### src/rtl/crt_pkg.sv
// ----------------------------------------------------------------------------
// crt_pkg
// Shared types, codes and constants of the capacity reservation tracker.
// ----------------------------------------------------------------------------
`default_nettype none

package crt_pkg;

  localparam int LOC_COUNT       = 6;
  localparam int LOC_W           = 3;
  localparam int OWNER_W         = 6;
  localparam int FIELD_W         = 48;
  localparam int STATUS_W        = 3;
  localparam int CFG_IDX_W       = 3;
  localparam int OWNER_COUNT_DEF = 64;
  localparam int BYTE_WIDTH_DEF  = 48;

  // request kinds
  localparam logic REQ_RESERVE = 1'b0;
  localparam logic REQ_RELEASE = 1'b1;

  typedef enum logic [STATUS_W-1:0] {
    STS_OK          = 3'd0,
    STS_DOUBLE_RES  = 3'd1,
    STS_OVERCOMMIT  = 3'd2,
    STS_DOUBLE_REL  = 3'd3,
    STS_UNDERFLOW   = 3'd4
  } status_e;

  typedef enum logic [1:0] {
    S_CLEAR = 2'd0,
    S_IDLE  = 2'd1,
    S_EXEC  = 2'd2,
    S_DONE  = 2'd3
  } ctrl_state_e;

  // controller to datapath
  typedef struct packed {
    logic clear;     // write one zero entry of the held table
    logic load;      // capture a request and read its held entry
    logic exec;      // check and write back
    logic load_out;  // fill the result register
  } cmd_t;

  // datapath to controller
  typedef struct packed {
    logic clear_last;
  } sts_t;

endpackage

`default_nettype wire

### src/rtl/crt_ctrl.sv
// ----------------------------------------------------------------------------
// crt_ctrl
// Sequencer: clearing pass, request capture, check/write-back, result load.
// ----------------------------------------------------------------------------
`default_nettype none

module crt_ctrl
  import crt_pkg::*;
(
  input  wire logic clk_i,
  input  wire logic rst_ni,
  input  wire logic in_valid_i,
  output logic      in_ready_o,
  output logic      out_valid_o,
  input  wire logic out_ready_i,
  input  wire sts_t sts_i,
  output cmd_t      cmd_o
);

  ctrl_state_e state_q, state_d;
  logic        out_valid_q, out_valid_d;
  logic        can_load;

  // result register is free or drains this cycle
  assign can_load = !out_valid_q || out_ready_i;

  always_comb begin
    state_d = state_q;
    case (state_q)
      S_CLEAR: begin
        if (sts_i.clear_last) state_d = S_IDLE;
      end
      S_IDLE: begin
        if (in_valid_i) state_d = S_EXEC;
      end
      S_EXEC: begin
        state_d = S_DONE;
      end
      S_DONE: begin
        if (can_load) begin
          state_d = in_valid_i ? S_EXEC : S_IDLE;
        end
      end
      default: state_d = S_CLEAR;
    endcase
  end

  always_comb begin
    cmd_o      = '0;
    in_ready_o = 1'b0;
    case (state_q)
      S_CLEAR: begin
        cmd_o.clear = 1'b1;
      end
      S_IDLE: begin
        in_ready_o = 1'b1;
        cmd_o.load = in_valid_i;
      end
      S_EXEC: begin
        cmd_o.exec = 1'b1;
      end
      S_DONE: begin
        cmd_o.load_out = can_load;
        in_ready_o     = can_load;
        cmd_o.load     = can_load && in_valid_i;
      end
      default: begin
        cmd_o = '0;
      end
    endcase
  end

  always_comb begin
    out_valid_d = out_valid_q;
    if (cmd_o.load_out) begin
      out_valid_d = 1'b1;
    end else if (out_ready_i) begin
      out_valid_d = 1'b0;
    end
  end

  assign out_valid_o = out_valid_q;

  always_ff @(posedge clk_i or negedge rst_ni) begin
    if (!rst_ni) begin
      state_q     <= S_CLEAR;
      out_valid_q <= 1'b0;
    end else begin
      state_q     <= state_d;
      out_valid_q <= out_valid_d;
    end
  end

endmodule

`default_nettype wire

### config.mk
export PLATFORM = sky130hd
export DESIGN_NAME = crt_ctrl
export DESIGN_NICKNAME = d
export VERILOG_FILES = /design/src/rtl/crt_pkg.sv /design/src/rtl/crt_ctrl.sv
export SDC_FILE = /design/constraint.sdc
export NUM_CORES = 1
export LEC_CHECK = 0
export ABC_AREA = 1
export BUFFER_PORTS_ARGS = -buffer_cell sky130_fd_sc_hd__buf_2
export CAP_MARGIN = 20
export CORE_AREA = 8 8 45 47
export DETAILED_ROUTE_END_ITERATION = 10
export DIE_AREA = 0 0 53 55
export GPL_ROUTABILITY_DRIVEN = 0
export SLEW_MARGIN = 15
export SYNTH_ARGS = -nofsm -noshare
export SYNTH_HDL_FRONTEND = slang
export SYNTH_SLANG_ARGS = --single-unit
### constraint.sdc
create_clock -name clk_i -period 1.6 [get_ports clk_i]
set_input_delay 0.24 -clock clk_i [delete_from_list [all_inputs] [get_ports clk_i]]
set_output_delay 0.24 -clock clk_i [all_outputs]
set_load 0.005 [all_outputs]
==> impl_metrics.tcl, run 1 <==
set metrics [dict create \
    yosys-top-cells-area "dfrtp_1 (43%), inv_1 (17%), nand2_1 (17%)" \
    die_h_um 55 \
    top_layer_used "met4" \
    wl_um 412 \
    synth_edf_count 0 \
    drt-initial-drc-count 0 \
    slew_viol_final 0 \
    setup_ws_ns 0.376 \
    critical_path_required_ns 1.36 \
    grt.total_usage_pct 3.28 \
    grt_start_max_net_pins 5 \
    netlist_area_um2 175 \
    met1_length_um 117 \
    cpMostUsedCell "nand3_2" \
    synth.largest_area_cell "dfrtp_1" \
    syn_nets 30 \
    arrival_ns 0.98 \
    clock.fmax_mhz 817 \
    synthCells 25 \
    yosys_most_used_dff "dfrtp_1" \
    hold_violations 0 \
    yosysTopAreaCellShare_pct 42.9 \
    syn_area_per_cell_um2 7.01 \
    crit_path_start_kind "register" \
    tightest_slew_ns 0.133 \
    routed-wl-met2_um 205 \
    holdWs_ns 0.279 \
    yosysWarnings 0 \
    fin_tns_setup_ns 0 \
    cts-root-buf "clkbuf_4" \
    hold_class "input pin to register" \
    num_rows 14 \
    ant_nets 0 \
    grt-ovfl-total 0 \
    grt_pass1_wl_um 579 \
    crit_type "register to output pin" \
    ys_ff_latch 3 \
    fin_area_um2 274 \
    ctsResizeCount 0 \
    seq_area_frac_synth_pct 42.9 \
    yosysUniqueCellTypes 7 \
    grt_pass1_vias 179 \
    ir_drop_uv 236 \
    cp-end-kind "output pin" \
    placeableCoreArea_mm2 0.00138 \
    relSlewSlack_pct 91.1 \
    cpPeakStageDelay_ns 0.40 \
    antenna_found_initial 0 \
    numCtsBuffers 3 \
    wl_per_cell_um 7.49 \
    pre_cts_ws_ns 0.591 \
    vias 186 \
    dr_wl_met3_um 62 \
    synthTopCellsByCount "inv_1 (8), nand2_1 (8), dfrtp_1 (3), nand3_2 (2), nor2_1 (2)" \
    die_x_um 53 \
    firstDrtPassIters 1 \
    io_pins 11 \
    setup_viol 0 \
    clock_path_buffers 2 \
    status "finished, final reports clean" \
    final_nets 45 \
    clkSinkCount 3 \
    cts_tree "yes" \
    cpMaxStageDelayCell "dfrtp_1" \
    die_area_mm2 0.00292 \
    maxCapViolCount 0 \
    clk_latency_ns 0.23 \
    drc 0 \
    finalCritPeriodShare_pct 76.5 \
    start_util_pct 12.7 \
    whs_path_depth 4 \
    h-tree-depth 1 \
    syn_to_final_growth_pct 56.4 \
    path_max_fanout 4 \
    path_clk_slew_ns 0.04 \
    powerDensity_mw_per_mm2 1710 \
    p_leak_nw 0.185 \
    port_buffers 10 \
    async_flop_share_pct 100 \
    final_util_pct 19.8 \
    vias_per_cell 3.38 \
    diodes 0 \
    ff2ff_path_depth 4 \
    placed_area_um2 238 \
    clock_skew_ns 0.000776 \
    rsz0062_at_grt "no" \
    post-route-min-period_ns 1.22 \
    crit_chain "nand3_2, nand3_2, inv_1, buf_2" \
    drive_gt1_share_pct 38.5 \
]
worst max-delay path, delay by kind of cell (launching register included):
family | cells | cell delay [ns]
buffers and inverters | 2 | 0.16
DFF | 1 | 0.40
and+or+nand+nor | 2 | 0.19
registers in the layout, indices dropped and copies added (netlist names):
name         flops
state_q          2
out_valid_o      1
metrics by stage:
step	cells	power, W
3_3_place_gp	50	0.000341
4_1_cts	55	0.000486
6_report	55	0.000468
5_1_grt	55	0.000516
3_5_place_dp	50	0.000344
2_1_floorplan	25	0.000270
layout by cell type, fill, tap and decap left out:
master / Yosys / layout
inv_1: 8 / 8
nand2_1: 8 / 8
dfrtp_1: 3 / 3
a21oi_1: 1 / 1
nand3_2: 2 / 2
buf_2: 0 / 10
dlygate4sd3_1: 0 / 1
clkbuf_1: 0 / 1
nor2_1: 2 / 2
clkbuf_4: 0 / 3
logic make-up after synthesis:
| family | Yosys count | share of synthesized area (%) |
|---|---|---|
| simple gates | 12 | 32.9 |
| buf+inv | 9 | 21.4 |
| flops | 3 | 42.9 |
| compound gates | 1 | 2.85 |
timing repair:
action,in CTS,in global routing
hold buffers,1,0
setup buffers,0,0
endpoints found under the hold margin,3,0
layout make-up:
type | instances | area (um^2)
Tap cell | 16 | 20.0
Multi-Input combinational cell | 13 | 62.6
Inverter | 8 | 30.0
Timing Repair Buffer | 11 | 60.1
Fill cell | 169 | 1110
Sequential cell | 3 | 75.1
Clock buffer | 4 | 26.3
final timing paths:
kind	startpoint	end	slack (ns)
min	out_ready_i	out_valid_o$_DFFE_PN0P_	0.28
min in group asynchronous	rst_ni	out_valid_o$_DFFE_PN0P_	0.34
min reg2reg	out_valid_o$_DFFE_PN0P_	out_valid_o$_DFFE_PN0P_	0.53
max in group asynchronous	rst_ni	state_q[0]$_DFFE_PN0P_	1.16
max	state_q[1]$_DFFE_PN0P_	cmd_o[2]	0.38
max reg2reg	state_q[1]$_DFFE_PN0P_	state_q[0]$_DFFE_PN0P_	0.78
power by group:
| part | switching [W] | internal (W) |
|---|---|---|
| sequential | 0.0000380 | 0.000113 |
| clock | 0.0000375 | 0.0000934 |
| combinational | 0.0000981 | 0.0000879 |
per-layer routing:
layer / GRT usage (%) / up-vias
met5: 0 / -
met4: 9.05 / 0
met1: 1.83 / 79
met3: 1.07 / 2
met2: 4.49 / 8
li1: - / 97
No activity file was read; power rests on OpenSTA's default activity.
==> run 2, diff against run 1 <==
Clock period 1.6 ns to 1.2 ns, I/O delays scaled along.
==> run 2 against run 1 <==
Net effect:
- total power rose by 46%
- sequential power rose by 32%
- routed wire length rose by 0.73%
- utilization rose by 1.5 points
- first-iteration DRC count rose by 7
- worst hold slack got worse by 0.061 ns
- clock skew rose by 0.0020 ns
- critical path type unchanged
- critical endpoint unchanged
- highest routed layer unchanged
==> impl_metrics.tcl, run 2 (synthesis results as in run 1) <==
set metrics [dict create \
    routed-wl-met2_um 210 \
    p_sw_w 0.000247 \
    wl_um 415 \
    drt-initial-drc-count 7 \
    start_util_pct 12.7 \
    die_h_um 55 \
    cp-end-kind "output pin" \
    clock_path_buffers 2 \
    hold_class "input pin to register" \
    dp_hpwl_um 339 \
    firstDrtPassIters 2 \
    largest_reg_flops 2 \
    io_pins 11 \
    vias 194 \
    crit_path_start_kind "register" \
    rsz0062_at_grt "yes" \
    cts-root-buf "clkbuf_4" \
    setup_ws_ns 0.0494 \
    top_layer_used "met4" \
    power_w 0.000683 \
    finalCritPeriodShare_pct 95.9 \
    hold_violations 0 \
    drive_gt1_share_pct 43.9 \
    wl_per_cell_um 7.28 \
    ir_drop_uv 379 \
    switching_share_pct 36.1 \
    grt-ovfl-total 0 \
    relSlewSlack_pct 90.8 \
    clkPwrFrac_pct 26.1 \
    p_leak_nw 0.194 \
    vias_per_cell 3.40 \
    h-tree-depth 1 \
    internal_power_w 0.000436 \
    powerDensity_mw_per_mm2 2310 \
    p_seq_share_pct 29.3 \
    drc 0 \
    die_area_mm2 0.00292 \
    grt_pass1_vias 177 \
    p_comb_share_pct 44.6 \
    final_nets 47 \
    post-route-min-period_ns 1.15 \
    cts_tree "yes" \
    arrival_ns 0.97 \
    pre_cts_ws_ns 0.264 \
    tightest_slew_ns 0.139 \
    status "finished, final reports clean" \
    met1_length_um 130 \
    clk_latency_ns 0.23 \
    port_buffers 10 \
    critical_path_required_ns 1.02 \
    setup_viol 0 \
    grt_start_max_net_pins 5 \
    num_rows 14 \
    grt.total_usage_pct 3.07 \
    layout_common_cells "buf_2 (9), nand2_1 (8), inv_1 (7)" \
    holdWs_ns 0.218 \
    crit_type "register to output pin" \
    dr_wl_met3_um 59 \
    top_register "state_q" \
    maxCapViolCount 0 \
    path_max_fanout 4 \
    placeableCoreArea_mm2 0.00138 \
    die_x_um 53 \
    numCtsBuffers 3 \
    diodes 0 \
    clock.fmax_mhz 869 \
    path_clk_slew_ns 0.04 \
    ant_nets 0 \
    clock_skew_ns 0.00282 \
    syn_to_final_growth_pct 68.6 \
    antenna_found_initial 0 \
    grt_pass1_wl_um 579 \
    slew_viol_final 0 \
    clkSinkCount 3 \
    mostFrequentLayoutCell "buf_2" \
]
-- run 2: routing by layer --
| layer | vias to the layer above | track usage (%) |
|---|---|---|
| li1 | 102 | - |
| met1 | 82 | 2.14 |
| met2 | 8 | 4.69 |
| met3 | 2 | 0.802 |
| met4 | 0 | 6.47 |
| met5 | - | 0 |
-- run 2: metrics by stage --
| step | cell area (um^2) | std cells | setup TNS (ns) | util, % |
|---|---|---|---|---|
| 2_1_floorplan | 175 | 25 | 0 | - |
| 3_3_place_gp | 238 | 50 | 0 | 17.2 |
| 3_5_place_dp | 238 | 50 | 0 | 17.2 |
| 4_1_cts | 274 | 55 | 0 | 19.8 |
| 5_1_grt | 295 | 57 | -0.0220 | 21.3 |
| 6_report | 295 | 57 | 0 | 21.3 |
-- run 2: timing repair --
| item | 4_1_cts | 5_1_grt |
|---|---|---|
| hold buffers | 1 | 0 |
| setup endpoints to repair | 0 | 2 |
| hold endpoints to repair | 3 | 0 |
| setup buffers | 0 | 2 |
| gates resized for setup | 0 | 2 |
-- run 2: path summary, 6_finish.rpt --
| check | start | to | slack (ns) | cells after the start |
|---|---|---|---|---|
| min in group asynchronous | rst_ni | state_q[1]$_DFFE_PN0P_ | 0.27 | 2 |
| setup reg to reg | state_q[1]$_DFFE_PN0P_ | state_q[0]$_DFFE_PN0P_ | 0.28 | 5 |
| hold reg to reg | state_q[1]$_DFFE_PN0P_ | out_valid_o$_DFFE_PN0P_ | 0.56 | 2 |
| hold / removal | sts_i | state_q[0]$_DFFE_PN0P_ | 0.22 | 5 |
| max in group asynchronous | rst_ni | out_valid_o$_DFFE_PN0P_ | 0.82 | 2 |
| setup / recovery | state_q[1]$_DFFE_PN0P_ | cmd_o[2] | 0.05 | 4 |
-- run 2: layout make-up --
class                      instances  area [um^2]
fill                             159         1090
timing repair buffer              13         81.3
sequential                         3         75.1
multi-input combinational         13         62.6
inverter                           8         30.0
clock buffer                       4         26.3
tap                               16         20.0
-- run 2: critical path: stages (launching register included) --
cell and delay [ns]:
dfrtp_1 0.40, nand3_2 0.10, nand3_2 0.10, inv_2 0.06, buf_6 0.08
-- run 2: power by group through the flow --
stage	Clock (W)	Combinational (W)	Sequential, W
after floorplan	0	0.000159	0.000201
final	0.000178	0.000305	0.000200
after global routing	0.000204	0.000343	0.000208
after CTS	0.000187	0.000255	0.000204
after detailed placement	0	0.000251	0.000206
after global placement	0	0.000249	0.000205
==> run 3, diff against run 2 <==
Settings changed: CTS_CLUSTER_DIAMETER set to 120.
Clock period 1.2 ns to 1.4 ns, I/O delays scaled along.
==> run 3 against run 2 <==
Net effect:
- final area down 7.2%
- total power down 20%
- clock power down 12%
- routed wire length up 6.7%
- die area unchanged
- via count down 2.6%
- clock skew down 0.0022 ns
- critical path depth unchanged
- first-iteration DRC count down 100%
- combinational power down 30%
- non-clock buffer count down 2
- critical path type unchanged
- largest cell class is now flip-flops and latches
- largest power group unchanged
==> impl_metrics.tcl, run 3 (synthesis results as in run 1) <==
set metrics [dict create \
    final_util_pct 19.8 \
    tightest_slew_ns 0.137 \
    hold_violations 0 \
    grt-ovfl-total 0 \
    vias 189 \
    fin_tns_setup_ns 0 \
    internal_power_w 0.000337 \
    vias_per_cell 3.44 \
    firstDrtPassIters 1 \
    path_max_fanout 4 \
    wl_per_cell_um 8.05 \
    grt_pass1_vias 190 \
    antenna_found_initial 0 \
    critical_path_required_ns 1.19 \
    layout_common_cells "buf_2 (10), inv_1 (8), nand2_1 (8)" \
    drive_gt1_share_pct 38.5 \
    path_clk_slew_ns 0.04 \
    grt_pass1_wl_um 676 \
    status "finished, final reports clean" \
    p_seq_share_pct 32.1 \
    clk_latency_ns 0.24 \
    p_leak_nw 0.185 \
    start_util_pct 12.7 \
    dp_hpwl_um 364 \
    clock_path_buffers 2 \
    diodes 0 \
    r2r_setup_slack_ns 0.58 \
    hold_class "input pin to register" \
    clkSinkCount 3 \
    final_nets 45 \
    whs_path_depth 3 \
    drc 0 \
    powerDensity_mw_per_mm2 1990 \
    die_x_um 53 \
    crit_path_start_kind "register" \
    crit_type "register to output pin" \
    maxCapViolCount 0 \
    holdCritStartpoint "in_valid_i" \
    ctsResizeCount 0 \
    cts-root-buf "clkbuf_4" \
    post-route-min-period_ns 1.21 \
    relSlewSlack_pct 90.9 \
    rsz0062_at_grt "no" \
    slew_viol_final 0 \
    p_comb_share_pct 39.3 \
    cp-end-kind "output pin" \
    numCtsBuffers 3 \
    clock.fmax_mhz 826 \
    drt-initial-drc-count 0 \
    reg2reg_to "state_q[0]$_DFFE_PN0P_" \
    largest_reg_flops 2 \
    h-tree-depth 1 \
    ff2ff_path_depth 4 \
    finalCritPeriodShare_pct 86.5 \
    arrival_ns 1.00 \
    num_rows 14 \
    die_area_mm2 0.00292 \
    ant_nets 0 \
    grt_start_max_net_pins 5 \
    holdWs_ns 0.246 \
    die_h_um 55 \
    wl_um 443 \
    port_buffers 10 \
    clock_skew_ns 0.000640 \
    switching_share_pct 38.2 \
    p_sw_w 0.000208 \
    setup_viol 0 \
    cts_setup_buffers 0 \
    clkPwrFrac_pct 28.6 \
    mostFrequentLayoutCell "buf_2" \
    holdPathEnd "state_q[1]$_DFFE_PN0P_" \
    placeableCoreArea_mm2 0.00138 \
    syn_to_final_growth_pct 56.4 \
    cts_tree "yes" \
    grt.total_usage_pct 3.83 \
    top_register "state_q" \
    ir_drop_uv 198 \
    r2r-start "state_q[1]$_DFFE_PN0P_" \
    cts_hold_buf 1 \
    io_pins 11 \
]
## run 3: power groups by stage
stage,Combinational [W],Clock [W],Sequential (W)
2_1_floorplan,0.000136,0,0.000172
3_3_place_gp,0.000213,0,0.000175
3_5_place_dp,0.000217,0,0.000177
4_1_cts,0.000221,0.000170,0.000175
5_1_grt,0.000247,0.000178,0.000179
6_report,0.000214,0.000156,0.000175
## run 3: metrics by stage
| step | worst slack, ns | std cells | cell area [um^2] | power (W) |
|---|---|---|---|---|
| finish | 0.190 | 55 | 274 | 0.000545 |
| global route | 0.113 | 55 | 274 | 0.000604 |
| CTS | 0.175 | 55 | 274 | 0.000566 |
| detailed placement | 0.439 | 50 | 238 | 0.000394 |
| global placement | 0.439 | 50 | 238 | 0.000389 |
| floorplan | 0.529 | 25 | 175 | 0.000309 |
## run 3: how the worst max path moves through the flow
stage,start,to,slack [ns],cells after the start
2_1_floorplan,state_q[0]$_DFFE_PN0P_,cmd_o[0],0.53,3
3_3_place_gp,state_q[1]$_DFFE_PN0P_,cmd_o[2],0.44,4
3_5_place_dp,state_q[1]$_DFFE_PN0P_,cmd_o[2],0.44,4
4_1_cts,state_q[1]$_DFFE_PN0P_,cmd_o[2],0.17,4
5_1_grt,state_q[1]$_DFFE_PN0P_,cmd_o[2],0.11,4
6_report,state_q[1]$_DFFE_PN0P_,cmd_o[2],0.19,4
## run 3: worst max-delay path: stages (launching register included)
cell and delay [ns]:
dfrtp_1 0.40, nand3_2 0.11, nand3_2 0.09, inv_1 0.06
buf_2 0.10
## run 3: layout make-up
cell class,instances,area (um^2)
fill,164,1110
timing repair buffer,11,60.1
clock buffer,4,26.3
multi-input combinational,13,62.6
inverter,8,30.0
tap,16,20.0
sequential,3,75.1
## run 3: routing by layer
layer,track usage [%],part of all wire [%],vias up
met5,0,0,-
met4,10.3,8.8,0
met3,1.07,13,4
met2,5.66,50,10
met1,1.98,28,79
li1,-,-,96
